File: config.mk
export PLATFORM = sky130hd
export DESIGN_NAME = ymodem_packet_receiver_core
export DESIGN_NICKNAME = d
export VERILOG_FILES = /design/src/sv/ymr_pkg.sv /design/src/sv/ymr_front.sv /design/src/sv/ymr_queue.sv /design/src/sv/ymr_back.sv /design/src/sv/ymodem_packet_receiver_core.sv
export SDC_FILE = /design/constraint.sdc
export NUM_CORES = 1
export LEC_CHECK = 0
export BUFFER_PORTS_ARGS = -buffer_cell sky130_fd_sc_hd__buf_2
export CAP_MARGIN = 20
export CORE_MARGIN = 4
export CORE_UTILIZATION = 29
export CTS_CLUSTER_DIAMETER = 60
export DETAILED_ROUTE_END_ITERATION = 10
export PLACE_DENSITY = 0.54
export RECOVER_POWER = 50
export SLEW_MARGIN = 30
export SYNTH_ARGS = -nofsm -noshare
export SYNTH_HDL_FRONTEND = slang
export SYNTH_SLANG_ARGS = --single-unit
File: constraint.sdc
create_clock -name clk -period 14.2 [get_ports clk]
set_clock_uncertainty 0.05 [all_clocks]
set_input_delay 2.84 -clock clk [delete_from_list [all_inputs] [get_ports clk]]
set_output_delay 2.84 -clock clk [all_outputs]
set_load 0.05 [all_outputs]
File: src/sv/ymr_pkg.sv
package ymr_pkg;

  typedef struct packed {
    logic [1:0] action;
    logic [7:0] rx_byte;
  } ymr_in_t;

  typedef struct packed {
    logic [1:0]  kind;
    logic [7:0]  byte_value;
    logic [9:0]  data_offset;
    logic [2:0]  packet_status;
    logic [10:0] commit_length;
    logic [31:0] file_position;
    logic        last;
  } ymr_out_t;

  typedef enum logic [1:0] {
    PH_IDLE = 2'd0,
    PH_WAIT = 2'd1,
    PH_BODY = 2'd2
  } ymr_phase_t;

  localparam logic [1:0] ACT_BYTE    = 2'd0;
  localparam logic [1:0] ACT_TIMEOUT = 2'd1;
  localparam logic [1:0] ACT_START   = 2'd2;

  localparam logic [1:0] KIND_SEND    = 2'd0;
  localparam logic [1:0] KIND_DATA    = 2'd1;
  localparam logic [1:0] KIND_VERDICT = 2'd2;

  localparam logic [2:0] ST_DATA_OK  = 3'd0;
  localparam logic [2:0] ST_HEADER   = 3'd1;
  localparam logic [2:0] ST_DUP      = 3'd2;
  localparam logic [2:0] ST_EOT      = 3'd3;
  localparam logic [2:0] ST_CANCEL   = 3'd4;
  localparam logic [2:0] ST_CHECK    = 3'd5;
  localparam logic [2:0] ST_TIMEOUTS = 3'd6;
  localparam logic [2:0] ST_EMPTY    = 3'd7;

  localparam logic [7:0] B_SOH  = 8'h01;
  localparam logic [7:0] B_STX  = 8'h02;
  localparam logic [7:0] B_EOT  = 8'h04;
  localparam logic [7:0] B_ACK  = 8'h06;
  localparam logic [7:0] B_CAN  = 8'h18;
  localparam logic [7:0] B_SYNC = 8'h43;

  localparam logic [2:0] CFG_CRC_EN    = 3'd0;
  localparam logic [2:0] CFG_SEQ_EN    = 3'd1;
  localparam logic [2:0] CFG_RETRY_INI = 3'd2;
  localparam logic [2:0] CFG_RETRY_DAT = 3'd3;
  localparam logic [2:0] CFG_MAX_FILE  = 3'd4;

  localparam int SHORT_BLOCK_BYTES = 128;

  // Up to four result slots per item, carried as one record through the queue
  typedef struct packed {
    logic [2:0]  count;   // 0..4
    ymr_out_t    r0;
    ymr_out_t    r1;
    ymr_out_t    r2;
    ymr_out_t    r3;
  } ymr_group_t;

  function automatic logic [15:0] crc_step(input logic [15:0] crc, input logic [7:0] b);
    logic [15:0] c;
    c = crc ^ {b, 8'h00};
    for (int i = 0; i < 8; i++) begin
      c = c[15] ? ((c << 1) ^ 16'h1021) : (c << 1);
    end
    return c;
  endfunction

endpackage

File: src/sv/ymr_front.sv
// Protocol engine: consumes one beat per cycle while step is high, produces a result group.
module ymr_front #(
  parameter int LONG_BLOCK_BYTES = 1024
) (
  input  logic              clk,
  input  logic              rst_n,
  input  logic              cfg_write,
  input  logic [2:0]        cfg_index,
  input  logic [31:0]       cfg_data,
  input  logic              step,
  input  ymr_pkg::ymr_in_t  item,
  output ymr_pkg::ymr_group_t grp
);
  import ymr_pkg::*;

  localparam int PW = $clog2(LONG_BLOCK_BYTES + 4) + 1;

  logic        crc_en_r, seq_en_r;
  logic [7:0]  retry_ini_r, retry_dat_r;
  logic [31:0] max_file_r;

  ymr_phase_t  phase_r, phase_nxt;
  logic [31:0] pkt_num_r, pkt_num_nxt;
  logic        long_r, long_nxt;
  logic [PW-1:0] pos_r, pos_nxt;
  logic [7:0]  seq_r, seq_nxt, cmp_r, cmp_nxt;
  logic [15:0] crc_r, crc_nxt;
  logic [7:0]  crc_hi_r, crc_hi_nxt;
  logic [31:0] committed_r, committed_nxt;
  logic [31:0] limit_r, limit_nxt;
  logic [7:0]  retries_r, retries_nxt;
  logic [7:0]  sync_r, sync_nxt;
  logic [1:0]  sp_r, sp_nxt;
  logic [31:0] acc_r, acc_nxt;

  // config registers
  always_ff @(posedge clk) begin
    if (!rst_n) begin
      crc_en_r    <= 1'b0;
      seq_en_r    <= 1'b0;
      retry_ini_r <= 8'd30;
      retry_dat_r <= 8'd10;
      max_file_r  <= 32'd1048576;
    end else if (cfg_write) begin
      case (cfg_index)
        CFG_CRC_EN:    crc_en_r    <= cfg_data[0];
        CFG_SEQ_EN:    seq_en_r    <= cfg_data[0];
        CFG_RETRY_INI: retry_ini_r <= cfg_data[7:0];
        CFG_RETRY_DAT: retry_dat_r <= cfg_data[7:0];
        CFG_MAX_FILE:  max_file_r  <= cfg_data;
        default: ;
      endcase
    end
  end

  always_ff @(posedge clk) begin
    if (!rst_n) begin
      phase_r     <= PH_IDLE;
      pkt_num_r   <= '0;
      long_r      <= 1'b0;
      pos_r       <= '0;
      seq_r       <= '0;
      cmp_r       <= '0;
      crc_r       <= '0;
      crc_hi_r    <= '0;
      committed_r <= '0;
      limit_r     <= 32'd1048576;
      retries_r   <= 8'd30;
      sync_r      <= B_SYNC;
      sp_r        <= '0;
      acc_r       <= '0;
    end else if (step) begin
      phase_r     <= phase_nxt;
      pkt_num_r   <= pkt_num_nxt;
      long_r      <= long_nxt;
      pos_r       <= pos_nxt;
      seq_r       <= seq_nxt;
      cmp_r       <= cmp_nxt;
      crc_r       <= crc_nxt;
      crc_hi_r    <= crc_hi_nxt;
      committed_r <= committed_nxt;
      limit_r     <= limit_nxt;
      retries_r   <= retries_nxt;
      sync_r      <= sync_nxt;
      sp_r        <= sp_nxt;
      acc_r       <= acc_nxt;
    end
  end

  logic [PW-1:0] psize;
  logic [31:0]   room, commit32;
  logic [7:0]    rdec, b;
  logic [15:0]   crc_full;
  ymr_out_t      res [4];
  logic [2:0]    n;

  function automatic ymr_out_t mk(input logic [1:0] k, input logic [7:0] v,
                                  input logic [9:0] off, input logic [2:0] st,
                                  input logic [10:0] cl, input logic [31:0] fp);
    ymr_out_t o;
    o.kind = k; o.byte_value = v; o.data_offset = off; o.packet_status = st;
    o.commit_length = cl; o.file_position = fp; o.last = 1'b0;
    return o;
  endfunction

  // next state and result list
  always_comb begin
    phase_nxt = phase_r; pkt_num_nxt = pkt_num_r; long_nxt = long_r;
    pos_nxt = pos_r; seq_nxt = seq_r; cmp_nxt = cmp_r; crc_nxt = crc_r;
    crc_hi_nxt = crc_hi_r; committed_nxt = committed_r; limit_nxt = limit_r;
    retries_nxt = retries_r; sync_nxt = sync_r; sp_nxt = sp_r; acc_nxt = acc_r;
    for (int i = 0; i < 4; i++) res[i] = '0;
    n = '0;
    b = item.rx_byte;
    psize = long_r ? PW'(LONG_BLOCK_BYTES) : PW'(SHORT_BLOCK_BYTES);
    rdec = retries_r - 8'd1;
    crc_full = {crc_hi_r, b};
    room = (committed_r >= limit_r) ? 32'd0 : (limit_r - committed_r);
    commit32 = (32'(psize) > room) ? room : 32'(psize);

    case (item.action)
      ACT_START: begin
        pkt_num_nxt = '0; committed_nxt = '0; limit_nxt = max_file_r;
        retries_nxt = retry_ini_r; sync_nxt = B_SYNC; phase_nxt = PH_WAIT;
        res[0] = mk(KIND_SEND, B_SYNC, '0, '0, '0, '0); n = 3'd1;
      end
      ACT_TIMEOUT: begin
        if (phase_r != PH_IDLE) begin
          retries_nxt = rdec;
          if (rdec == 8'd0) begin
            res[0] = mk(KIND_SEND, B_CAN, '0, '0, '0, '0);
            res[1] = res[0];
            res[2] = mk(KIND_VERDICT, '0, '0, ST_TIMEOUTS, '0, committed_r);
            n = 3'd3; phase_nxt = PH_IDLE;
          end else begin
            phase_nxt = PH_WAIT;
            res[0] = mk(KIND_SEND, sync_r, '0, '0, '0, '0); n = 3'd1;
          end
        end
      end
      ACT_BYTE: begin
        if (phase_r == PH_WAIT) begin
          if (b == B_STX || b == B_SOH) begin
            phase_nxt = PH_BODY; long_nxt = (b == B_STX); pos_nxt = '0;
            crc_nxt = '0; crc_hi_nxt = '0; sp_nxt = '0; acc_nxt = '0;
          end else if (b == B_CAN) begin
            res[0] = mk(KIND_VERDICT, '0, '0, ST_CANCEL, '0, committed_r);
            n = 3'd1; phase_nxt = PH_IDLE;
          end else if (b == B_EOT) begin
            sync_nxt = B_SYNC; pkt_num_nxt = '0;
            res[0] = mk(KIND_SEND, B_ACK, '0, '0, '0, '0);
            res[1] = mk(KIND_VERDICT, '0, '0, ST_EOT, '0, committed_r);
            res[2] = mk(KIND_SEND, B_SYNC, '0, '0, '0, '0);
            n = 3'd3;
          end
        end else if (phase_r == PH_BODY) begin
          pos_nxt = pos_r + 1'b1;
          if (pos_r == '0) begin
            seq_nxt = b;
          end else if (pos_r == PW'(1)) begin
            cmp_nxt = b;
          end else if (pos_r < psize + PW'(2)) begin
            res[0] = mk(KIND_DATA, b, 10'(pos_r - PW'(2)), '0, '0, '0); n = 3'd1;
            crc_nxt = crc_step(crc_r, b);
            if (sp_r == 2'd0) begin
              if (b == 8'd0) sp_nxt = 2'd1;
            end else if (sp_r == 2'd1) begin
              if (b >= 8'h30 && b <= 8'h39)
                acc_nxt = (acc_r << 3) + (acc_r << 1) + {28'd0, b[3:0]};
              else
                sp_nxt = 2'd2;
            end
          end else if (pos_r == psize + PW'(2)) begin
            crc_hi_nxt = b;
          end else begin
            // trailer complete: verdict
            phase_nxt = PH_WAIT;
            if ((seq_en_r && seq_r != ~cmp_r) || (crc_en_r && crc_full != crc_r)) begin
              res[0] = mk(KIND_SEND, B_CAN, '0, '0, '0, '0); res[1] = res[0];
              res[2] = mk(KIND_VERDICT, '0, '0, ST_CHECK, '0, committed_r);
              n = 3'd3; phase_nxt = PH_IDLE;
            end else if (seq_r == 8'(pkt_num_r - 32'd1)) begin
              res[0] = mk(KIND_VERDICT, '0, '0, ST_DUP, '0, committed_r);
              res[1] = mk(KIND_SEND, sync_r, '0, '0, '0, '0); n = 3'd2;
            end else if (seq_en_r && seq_r != pkt_num_r[7:0]) begin
              res[0] = mk(KIND_SEND, B_CAN, '0, '0, '0, '0); res[1] = res[0];
              res[2] = mk(KIND_VERDICT, '0, '0, ST_CHECK, '0, committed_r);
              n = 3'd3; phase_nxt = PH_IDLE;
            end else if (pkt_num_r == '0) begin
              pkt_num_nxt = 32'd1;
              res[0] = mk(KIND_SEND, B_ACK, '0, '0, '0, '0);
              if (acc_r == '0) begin
                res[1] = mk(KIND_VERDICT, '0, '0, ST_EMPTY, '0, committed_r);
                n = 3'd2; phase_nxt = PH_IDLE;
              end else begin
                limit_nxt = acc_r;
                res[1] = mk(KIND_VERDICT, '0, '0, ST_HEADER, '0, committed_r);
                res[2] = mk(KIND_SEND, sync_r, '0, '0, '0, '0); n = 3'd3;
              end
            end else begin
              retries_nxt = retry_dat_r; sync_nxt = B_ACK;
              res[0] = mk(KIND_VERDICT, '0, '0, ST_DATA_OK, 11'(commit32), committed_r);
              committed_nxt = committed_r + commit32;
              pkt_num_nxt = pkt_num_r + 32'd1;
              res[1] = mk(KIND_SEND, B_ACK, '0, '0, '0, '0); n = 3'd2;
            end
          end
        end
      end
      default: ;
    endcase

    for (int i = 0; i < 4; i++) res[i].last = (3'(i + 1) == n);
    grp.count = n;
    grp.r0 = res[0]; grp.r1 = res[1]; grp.r2 = res[2]; grp.r3 = res[3];
  end

endmodule

File: src/sv/ymr_queue.sv
// Two-entry FIFO of result groups between engine and output sequencer.
module ymr_queue (
  input  logic                clk,
  input  logic                rst_n,
  input  logic                push,
  input  ymr_pkg::ymr_group_t wdata,
  output logic                full,
  input  logic                pop,
  output logic                empty,
  output ymr_pkg::ymr_group_t rdata
);
  import ymr_pkg::*;

  ymr_group_t mem_r [2];
  logic       wp_r, rp_r;
  logic [1:0] cnt_r;

  assign full  = (cnt_r == 2'd2);
  assign empty = (cnt_r == 2'd0);
  assign rdata = mem_r[rp_r];

  always_ff @(posedge clk) begin
    if (push) mem_r[wp_r] <= wdata;
  end

  always_ff @(posedge clk) begin
    if (!rst_n) begin
      wp_r <= 1'b0; rp_r <= 1'b0; cnt_r <= '0;
    end else begin
      if (push) wp_r <= ~wp_r;
      if (pop)  rp_r <= ~rp_r;
      cnt_r <= cnt_r + {1'b0, push} - {1'b0, pop};
    end
  end

endmodule

File: src/sv/ymr_back.sv
// Output sequencer: emits the results of one group, one beat per cycle while out_stall is low.
module ymr_back (
  input  logic                clk,
  input  logic                rst_n,
  input  logic                empty,
  input  ymr_pkg::ymr_group_t grp,
  output logic                pop,
  output logic                out_valid,
  input  logic                out_stall,
  output ymr_pkg::ymr_out_t   out_data
);
  import ymr_pkg::*;

  logic [1:0] idx_r;
  logic       fire;

  assign out_valid = !empty;
  assign fire      = out_valid && !out_stall;
  assign pop       = fire && ({1'b0, idx_r} + 3'd1 == grp.count);

  always_comb begin
    case (idx_r)
      2'd0:    out_data = grp.r0;
      2'd1:    out_data = grp.r1;
      2'd2:    out_data = grp.r2;
      default: out_data = grp.r3;
    endcase
  end

  always_ff @(posedge clk) begin
    if (!rst_n) idx_r <= '0;
    else if (pop) idx_r <= '0;
    else if (fire) idx_r <= idx_r + 2'd1;
  end

endmodule

File: src/sv/ymodem_packet_receiver_core.sv
// Channel | Direction | Handshake            | Payload
// in_     | input     | in_valid / in_stall  | ymr_in_t  (action, rx_byte)
// out_    | output    | out_valid / out_stall| ymr_out_t (one result per beat)
// cfg_    | input     | cfg_write            | cfg_index, cfg_data
//
// The engine takes one input beat per cycle unless the queue is full; an item's
// results (up to three) leave one beat per cycle, out_stall permitting, from a
// two-entry group queue, so the sustained input rate is one item per cycle unless
// an item makes several results. Items causing no result use no queue space.
// Reset is synchronous (rst_n low); in_stall is high only when the queue is full.
module ymodem_packet_receiver_core #(
  parameter int LONG_BLOCK_BYTES = 1024
) (
  input  logic                clk,
  input  logic                rst_n,
  input  logic                cfg_write,
  input  logic [2:0]          cfg_index,
  input  logic [31:0]         cfg_data,
  input  logic                in_valid,
  output logic                in_stall,
  input  ymr_pkg::ymr_in_t    in_data,
  output logic                out_valid,
  input  logic                out_stall,
  output ymr_pkg::ymr_out_t   out_data
);
  import ymr_pkg::*;

  ymr_group_t grp, qdata;
  logic       step, full, empty, pop;

  assign in_stall = full;
  assign step     = in_valid && !full;

  ymr_front #(.LONG_BLOCK_BYTES(LONG_BLOCK_BYTES)) u_front (
    .clk, .rst_n, .cfg_write, .cfg_index, .cfg_data,
    .step, .item(in_data), .grp
  );

  ymr_queue u_queue (
    .clk, .rst_n, .push(step && grp.count != 3'd0), .wdata(grp), .full,
    .pop, .empty, .rdata(qdata)
  );

  ymr_back u_back (
    .clk, .rst_n, .empty, .grp(qdata), .pop, .out_valid, .out_stall, .out_data
  );

endmodule
# Word level (Yosys, flattened, before mapping)
# Memory sizes are Yosys's and may differ from the RTL's. A register that Yosys moved wholly into a read port is not among the register bits.
# Cells that the tools add are included.
[word_totals] mem_count=1 ram_bits=410 out_inout_bits=69 inputBits=50 wordCells=342 regBits=257
[mem_list] name="u_queue.mem_r" words=2 width=205 read_ports=1 rd_clocked_by_memory_dff=1 wr=1 line_no="ymr_queue.sv:14" text="ymr_group_t mem_r [2];"
[classes] reduce_logical=53 n_lt_le_gt_ge=5 bitwise_logic=15 addsub=14 eq_ne=60 n_mux=171
[op_table] cell="201-bit 2-to-1 mux" count=9
[op_table] cell="32-bit 2-to-1 mux" count=45
[op_table] cell="134-bit 2-to-1 mux" count=4
[op_table] cell="67-bit case mux with 3 select lines" count=2
[op_table] cell="134-bit case mux with 2 select lines" count=1
[op_table] cell="8-bit 2-to-1 mux" count=31
[op_table] cell="67-bit 2-to-1 mux" count=3
[op_table] cell="65-bit 2-to-1 mux" count=3
[op_table] cell="194-bit 2-to-1 mux" count=1
[op_table] cell="32-bit case mux with 2 select lines" count=3
[op_table] cell="129-bit 2-to-1 mux" count=1
[op_table] cell="13-bit 2-to-1 mux" count=8
[op_table] cell="16-bit 2-to-1 mux" count=6
[op_table] cell="32-bit adder" count=2
[op_table] cell="32-bit zero test" count=2
[op_table] cell="2-bit 2-to-1 mux" count=27
[op_table] cell="47-bit 2-to-1 mux" count=1
[op_table] cell="13-bit AND reduction" count=3
[op_table] cell="12-bit 2-to-1 mux" count=3
[op_table] cell="3-bit 2-to-1 mux" count=11
[op_table] cell="32-bit by 1-bit adder with 32-bit output, second input constant" count=1
[op_table] cell="32-bit by 4-bit adder with 32-bit output" count=1
[op_table] cell="32-bit greater-or-equal comparator" count=1
[op_table] cell="12-bit by 32-bit > comparator with 1-bit output" count=1
[op_table] cell="other kinds (66)" count=148

# Depth between registers and ports, before layout
# Gate-level depths: netlist (run 1).
[depth] depth_word=22 depth_mapped=36 depth_no_buf=36

# Modules after synthesis
# Synthesis (run 1) repeated with hierarchy kept, for this count alone.
[hier_totals] hier_cells=3622 hier_area_um2=41202.0
[by_module_without_submodules] module="ymr_queue" area_each_um2=20553.5 cells_each=864 seq_area_each_um2=16375.7 instances=1
[by_module_without_submodules] module="ymr_front" area_each_um2=18656.6 cells_each=2505 seq_area_each_um2=4904.7 instances=1
[by_module_without_submodules] module="ymr_back" area_each_um2=1969.4 cells_each=251 seq_area_each_um2=40.0 instances=1
[by_module_without_submodules] module="ymodem_packet_receiver_core" area_each_um2=22.5 cells_each=2 seq_area_each_um2=0.0 instances=1

# Least setup slack after synthesis (run 1)
# No wires, ideal clock.
[synth_path] path_type="input to register" start="input in_data[0] (netlist name)" end="memory u_queue.mem_r[0][100] (netlist name) (enable)" path_stages=14 arrival_ns=10.580 required_ns=13.494 setup_ns=0.656 setup_slack_ns=2.914 cell_sequence="clkbuf_1 xor2_1 nor4_1 nand4_1 a22oi_1 nand2_1 nand2_1 nand2_1 a31oi_1 nor2_1 nor3_1 o21ai_0 o21ai_0 nor2_1"
[synth_rtl] element="start, declared" line_no="ymodem_packet_receiver_core.sv:21" text="input ymr_pkg::ymr_in_t in_data,"
[synth_rtl] element="end, declared" line_no="ymr_queue.sv:14"

==> metrics.txt, run 1 <==
Lkg Pwr 12.8 nW; Netlist cell types 87; num rows about 120; uppermost layer routed met5; DIE HEIGHT 327 um; status finished with violations; Area contributors post-synth edfxtp_1 30%, dfxtp_1 17%, ha_1 6.2%; CP max-delay cell clkbuf_1; Synth Area in Adders 0.0654; Ports ~120; CTS root buffer clkbuf_16; most common cell after layout, fill and taps aside nand2_1; Max-slew headroom -1.08; drt total wl 82700 um; critical path cell sequence clkbuf_1 > clkbuf_1 > clkbuf_1 > o21ai_0 > clkbuf_1 > a21oi_1; Critical Path Sink Type flip-flop; clk buf depth 3; Final GP Congestion between 0.8 and 0.9; WP data arrival between 10 and 15 ns; Post-CTS Resized 0; routed len/inst between 15 and 20 um; FF-to-FF End u_front.committed_r[24]; total core area between 100000 and 150000 um2; R2R depth 31; fin nets around 3.3k; CP Buf/Inv Count 4; Hold Path Class reg -> reg; most frequent cells in the layout 310 x nand2_1, 292 x edfxtp_1, 263 x nor2_1; post-synthesis register bit count roughly 540; sw power between 0.001 and 0.0015 W; Met3 Wirelength slightly above 5000 um; CP dominant cell by count clkbuf_1; post-synthesis compound-gate area fraction 0.169; largest family of logic cells by synthesized area simple AND/OR/NAND/NOR gates; Fmax roughly 0.1 GHz; hold path depth 2; kind of cell adding the most delay to the critical path buffers and inverters; failing checks capacitance limit, slew limit; first-pass iteration count of the detailed router 6; DRC 0; clk_lat worst skew 0.61 ns; Cell Area, Placed 31500 um2; Ys Warns 0; GRT Total Usage 0.151; minimum clock period around 10 ns; Main synth FF type edfxtp_1; CTS Sinks ~540; critical path depth in cells 6; post-layout util 0.335; reg-to-reg setup timing slack 6.22 ns; TNS Setup 0 ns; xor and xnor area share after synthesis 0.0533; period utilization 0.696; PD cells approximately 110 nW/um2; die width 327 um; Comb pwr share 0.130; Hold Path Sink u_front.max_file_r[2]; number of flops mapped to enable cells by yosys ~300; fin cells 4500; Critical R2R Launch u_front.committed_r[0]; startpoint types input pin; placed insts around 4.4k; first-pass GRT wire length ~130000 um; DRT met1 WL 39900 um; largest net degree at the start of global routing 116; TritonCTS clock tree yes; Syn Area/Cell 9.74 um2; Flop pwr share 0.438; DR iter-0 viols ~1.9k; DR WL met2 36200 um; clk slew on worst S/H paths around 0.060 ns; ys async rst share 0; RSZ-0062 raised after global routing false; vias in the first global route ~22k; hold_sp u_front.max_file_r[2]; vias per cell between 5 and 6; final slew viol count roughly 390; CTS Buf Count 66; Hold Violations, Final 0; Post-DP HPWL 58000 um; cell count after synthesis approximately 3.0k; Area Growth Syn to Fin 14.3%; Initial Utilization 0.293; htree depth 3; worst slew pin tran 3.11 ns; largest area contributor in the netlist edfxtp_1; CP max FO 84; Max stage delay on crit path between 2 and 2.5 ns; sw frac 0.272; GRT overflow 0; via count around 23k; # hold bufs at CTS 0; layout cells sized above 1 0.0950; max-cap violations 8; # fillers slightly above 10k; Clock Power Share 0.432; final setup violation count 0; total power approximately 0.0039 W; internal power ~0.0028 W; VDD IR max around 0.000080 V; post-synthesis mux area share 0.0216; Simple-Gate Fraction of Synth Area 0.187; kind of critical path in -> reg; DRT antenna net count 0; initial antenna violation count 13; top-area cell type share of the netlist area 0.298; post-CTS setup buffers 0; Final Cell Area roughly 34000 um2; register area share after synthesis 0.469; CP Data Required Time 14.67 ns; I/O Buffers ~120; Mapped Area between 20000 and 30000 um2; Die ar. ~110000 um2
## cells by family (layout without fill, tap and decap cells)
| logic type | after synthesis | after routing |
|---|---|---|
| AND/OR/NAND/NOR | 1122 | 1122 |
| AO/OA/AOI/OAI | 691 | 691 |
| flip-flops | 544 | 544 |
| buffers and inverters | 272 | 366 |
| XOR/XNOR | 179 | 179 |
| adder cells (fa/ha/maj) | 152 | 152 |
| multiplexers | 62 | 62 |
| other | 1 | 27 |
## how the worst max path moves through the flow
stage | startpoint | to | slack, ns
after floorplan | in_data[0] | u_queue.mem_r[0][100] | 2.91
after global placement | in_data[3] | u_queue.mem_r[1][167] | 6.18
after detailed placement | u_front.committed_r[0] | u_front.committed_r[22] | 6.31
after CTS | u_front.committed_r[0] | u_front.committed_r[22] | 6.24
final | rst_n | u_front.pkt_num_r[20] | 4.31
after global routing | rst_n | u_front.pkt_num_r[31] | 3.34
## worst reg2reg max path, delay by kind of cell, from the launching register on
kind                     cells  cell delay, ns
XOR/XNOR                     1            0.14
buffers and inverters        2            0.11
adder cells (fa/ha/maj)      5            1.58
AND/OR/NAND/NOR              7            1.38
AO/OA/AOI/OAI               16            4.24
flip-flops                   1            0.44
## power by group through the flow
stage               Clock (W)  Combinational (W)  Sequential [W]
finish                0.00167           0.000500         0.00169
global route          0.00178           0.000546         0.00169
CTS                   0.00171           0.000503         0.00169
detailed placement          0           0.000501         0.00173
global placement            0           0.000501         0.00173
floorplan                   0           0.000369         0.00172
## metal layers
metal  GRT usage  vias to the layer above
met5           0                        -
met4      0.0354                       10
met3      0.0326                      106
met2       0.231                      497
met1       0.216                    10900
li1            -                    11200
## state kept, by name (all words and copies together) (netlist names), 8 cells and up, named ones only
register and cells:
u_front.limit_r 32, u_front.retry_dat_r 8, u_front.pkt_num_r 32, u_front.max_file_r 32, u_front.acc_r 32, u_queue.mem_r 292, u_front.pos_r 12, u_front.retry_ini_r 8
u_front.retries_r 8, u_front.seq_r 8, u_front.committed_r 32, u_front.crc_hi_r 8, u_front.cmp_r 8, u_front.crc_r 16
## cell usage after synthesis (all sizes together) (51+ instances only)
library cell / count
a222oi: 73
o21ai: 140
xnor2: 96
dfxtp: 252
xor2: 83
edfxtp: 292
nor3: 53
inv: 94
nor2: 266
ha: 145
nand2: 312
a21boi: 51
a211oi: 53
clkbuf: 160
and2: 64
nand3: 96
a21oi: 131
nor2b: 135
## metrics by stage
step | setup WS (ns) | hold slack [ns]
detailed placement | 6.31 | 0.406
CTS | 6.24 | 0.414
global placement | 6.18 | 0.401
floorplan | 2.91 | 0.384
finish | 4.31 | 0.413
global route | 3.34 | 0.445
## cell type report
type	instances	area, um2	share of cell area
multi-input combinational	2226	14700	0.438
sequential	544	13800	0.411
clock buffer	89	1880	0.0559
tap	1357	1700	0.0505
timing repair buffer	150	841	0.0250
inverter	95	357	0.0106
clock inverter	32	287	0.00852
antenna	7	17.5	0.000521
Note: power is estimated with default switching activity, not from simulation.
==> run 2: changes to the inputs <==
--- a/config.mk
+++ b/config.mk
@@ -5,13 +5,14 @@
 export SDC_FILE = /design/constraint.sdc
 export NUM_CORES = 1
 export LEC_CHECK = 0
+export ABC_AREA = 1
 export BUFFER_PORTS_ARGS = -buffer_cell sky130_fd_sc_hd__buf_2
 export CAP_MARGIN = 20
 export CORE_MARGIN = 4
 export CORE_UTILIZATION = 29
 export CTS_CLUSTER_DIAMETER = 60
 export DETAILED_ROUTE_END_ITERATION = 10
-export PLACE_DENSITY = 0.54
+export PLACE_DENSITY = 0.55
 export RECOVER_POWER = 50
 export SLEW_MARGIN = 30
 export SYNTH_ARGS = -nofsm -noshare
==> constraint.sdc (replaced) <==
create_clock -name clk -period 9.06 [get_ports clk]
set_clock_uncertainty 0.05 [all_clocks]
set_input_delay 1.812 -clock clk [delete_from_list [all_inputs] [get_ports clk]]
set_output_delay 1.812 -clock clk [all_outputs]
set_load 0.05 [all_outputs]
==> metrics.txt, run 2 <==
Die ar. 111000 um2 (was 107000 um2); clk_lat worst skew 0.64 ns (was 0.61 ns); GRT Total Usage 0.158 (was 0.151); DR iter-0 viols 1924 (was 1909); TritonCTS clock tree yes (unchanged); CP Data Required Time 9.56 ns (was 14.67 ns); RSZ-0062 raised after global routing false (unchanged); vias in the first global route 25.1k (was 21.6k); placed insts 5313 (was 4371); layout cells sized above 1 0.0761 (was 0.0950); via count 26.5k (was 22.7k); routed len/inst 16.7 um (was 18.4 um); Post-CTS Resized 0 (unchanged); CTS root buffer clkbuf_16 (unchanged); sw power 0.00183 W (was 0.00105 W); clk buf depth 3 (unchanged); WP data arrival 7.86 ns (was 10.36 ns); Area Growth Syn to Fin 13.5% (was 14.3%); cell count after synthesis 3909 (was 3023); Initial Utilization 0.294 (was 0.293); Fmax 0.136 GHz; kind of critical path in -> reg (unchanged); CP startpoint rst_n (unchanged); # hold bufs at CTS 0 (unchanged); CP max FO 58 (was 84); sw frac 0.294 (was 0.272); internal power 0.00439 W (was 0.00281 W); minimum clock period between 7 and 8 ns; Ports 119 (unchanged); htree depth 2 (was 3); VDD IR max 0.000144 V (was 0.0000797 V); GR peak layer met2 (unchanged); period utilization 0.812; drt total wl 90800 um (was 82700 um); post-synthesis register bit count 544 (unchanged); # fillers 11.0k (was 10.4k); area occupied by multi-input gates 14500 um2 (was 14700 um2); final slew viol count 594 (was 386); Hold Violations, Final 0 (unchanged); Flop pwr share 0.430 (was 0.438); CTS Buf Count 60 (was 66); Post-DP HPWL 65400 um (was 58000 um); clk slew on worst S/H paths 0.06 ns (about the same); Syn Area/Cell 7.82 um2 (was 9.74 um2); fin nets 4195 (was 3282); CTS Sinks 544 (unchanged); most frequent cells in the layout 681 x nand2_1, 573 x nor2_1, 464 x inv_1 (was 310 x nand2_1, 292 x edfxtp_1, 263 x nor2_1); first-pass iteration count of the detailed router 6 (unchanged); die width 333 um (was 327 um); Cell Area, Placed 32700 um2 (was 31500 um2); Final GP Congestion 0.898 (was 0.860); largest net degree at the start of global routing 104 (was 116); max reg flops 292 (unchanged); worst hold margin 0.402 ns (was 0.413 ns); total power 0.00622 W (was 0.00386 W); Ys Warns 0 (unchanged); most common cell in the synthesized netlist nand2_1 (unchanged); Main synth FF type edfxtp_1 (unchanged); Area contributors post-synth edfxtp_1 29%, dfxtp_1 16%, nand2_1 8.3% (was edfxtp_1 30%, dfxtp_1 17%, ha_1 6.2%); Netlist cell types 63 (was 87); fin cells 5430 (was 4500); Critical R2R Launch u_front.committed_r[6] (was u_front.committed_r[0]); num rows 118 (was 116); initial antenna violation count 9 (was 13); vias per cell 4.88 (was 5.04); Reg with most FFs u_queue.mem_r (unchanged); top-area cell type share of the netlist area 0.287 (was 0.298); Hold Path Class reg -> reg (unchanged); status finished with violations (unchanged); R2R depth 37 (was 31); max-cap violations 13 (was 8); reg-to-reg setup timing slack 2.55 ns (was 6.22 ns); worst setup path endpoint u_back.idx_r[0] (was u_front.pkt_num_r[20]); Comb pwr share 0.165 (was 0.130); Critical Path Sink Type flip-flop (unchanged); startpoint types input pin (unchanged); Clock Power Share 0.405 (was 0.432); Lkg Pwr 14.1 nW (was 12.8 nW); DRT antenna net count 0 (unchanged); most frequent cells after synthesis 680 x nand2_1, 574 x nor2_1, 466 x inv_1 (was 310 x nand2_1, 292 x edfxtp_1, 266 x nor2_1); GR Util met1 0.229 (was 0.216); worst slew pin tran 3.69 ns (was 3.11 ns); I/O Buffers 118 (unchanged); total core area 104000 um2 (was 100000 um2); PD cells 179 nW/um2 (was 115 nW/um2); Mapped Area 30600 um2 (was 29400 um2); Max-slew headroom -1.46 (was -1.08); DIE HEIGHT 333 um (was 327 um); first-pass GRT wire length 142000 um (was 128000 um); GRT overflow 0 (unchanged); failing checks capacitance limit, slew limit (unchanged); register area share after synthesis 0.452 (was 0.469); ys async rst share 0 (unchanged); most common cell after layout, fill and taps aside nand2_1 (unchanged); met2 GRT Util 0.253 (was 0.231); post-CTS setup buffers 0 (unchanged); largest area contributor in the netlist edfxtp_1 (unchanged); TNS Setup 0 ns (unchanged); FF-to-FF End u_front.committed_r[28] (was u_front.committed_r[24]); Final Cell Area 34700 um2 (was 33600 um2); number of flops mapped to enable cells by yosys 292 (unchanged); final setup violation count 0 (unchanged); Reg area 13800 um2 (unchanged); DRC 0 (unchanged); met3 GRT Util 0.0241 (was 0.0326)
run 2: cell count changes in the layout (fill, tap and decap cells not counted), sizes merged, moves of 101 or more:
| cell | change |
|---|---|
| o21ai | +219 |
| inv | +382 |
| nor2 | +320 |
| nor2b | -135 |
| nand2 | +384 |
| a21oi | +101 |
run 2: layer usage:
layer / share of wire / vias up
met3: 0.053 / 108
met2: 0.44 / 571
li1: - / 13300
met4: 0.014 / 10
met5: 0.00068 / -
met1: 0.49 / 12500
run 2: worst min path at each step:
stage                                      start  depth (start not counted)  slack (ns)                     end
final                     u_front.retry_ini_r[6]                          2        0.40  u_front.retry_ini_r[6]
after global routing      u_front.retry_ini_r[6]                          2        0.43  u_front.retry_ini_r[6]
after CTS                 u_front.retry_ini_r[6]                          2        0.40  u_front.retry_ini_r[6]
after detailed placement  u_front.retry_ini_r[6]                          2        0.39  u_front.retry_ini_r[6]
after global placement              u_queue.rp_r                          1        0.37               flip-flop
after floorplan                 u_queue.cnt_r[1]                          1        0.37        u_queue.cnt_r[1]
run 2: cells by family (layout without fill, tap and decap cells):
group                      Yosys count  in the layout  share of synthesized area
and+or+nand+nor                   1711           1711                      0.241
other                                1             22                   0.000123
DFF                                544            544                      0.452
adders and majority gates          149            149                     0.0619
buffers and inverters              628            748                     0.0778
AOI/OAI and AO/OA                  807            807                      0.148
xor gates and xnor gates            69             69                     0.0198
run 2: per-stage QoR:
stage	util	setup WS (ns)
after global routing	0.333	1.26
after global placement	0.314	2.41
after floorplan	-	1.30
after detailed placement	0.314	2.35
after CTS	0.334	2.73
final	0.333	1.70
run 2: power by group through the flow:
stage | registers (W) | clock network [W] | logic (W)
6_report | 0.00268 | 0.00252 | 0.00102
5_1_grt | 0.00268 | 0.00269 | 0.00113
4_1_cts | 0.00268 | 0.00259 | 0.00103
3_5_place_dp | 0.00273 | 0 | 0.00102
3_3_place_gp | 0.00273 | 0 | 0.00102
2_1_floorplan | 0.00272 | 0 | 0.000746
run 2: final cells by class:
type | count | share of cell area
clock inverters | 29 | 0.0110
flip-flops and latches | 544 | 0.398
inverters | 485 | 0.0528
clock buffers | 85 | 0.0483
repair buffers | 149 | 0.0232
multi-input cells | 2756 | 0.417
diodes | 2 | 0.000144
well taps | 1380 | 0.0497
run 2: worst max-delay path: stages:
cell	delay, ns
clkbuf_1	1.42
clkinvlp_2	1.92
clkbuf_1	1.61
or2_2	0.85
a21oi_1	0.12
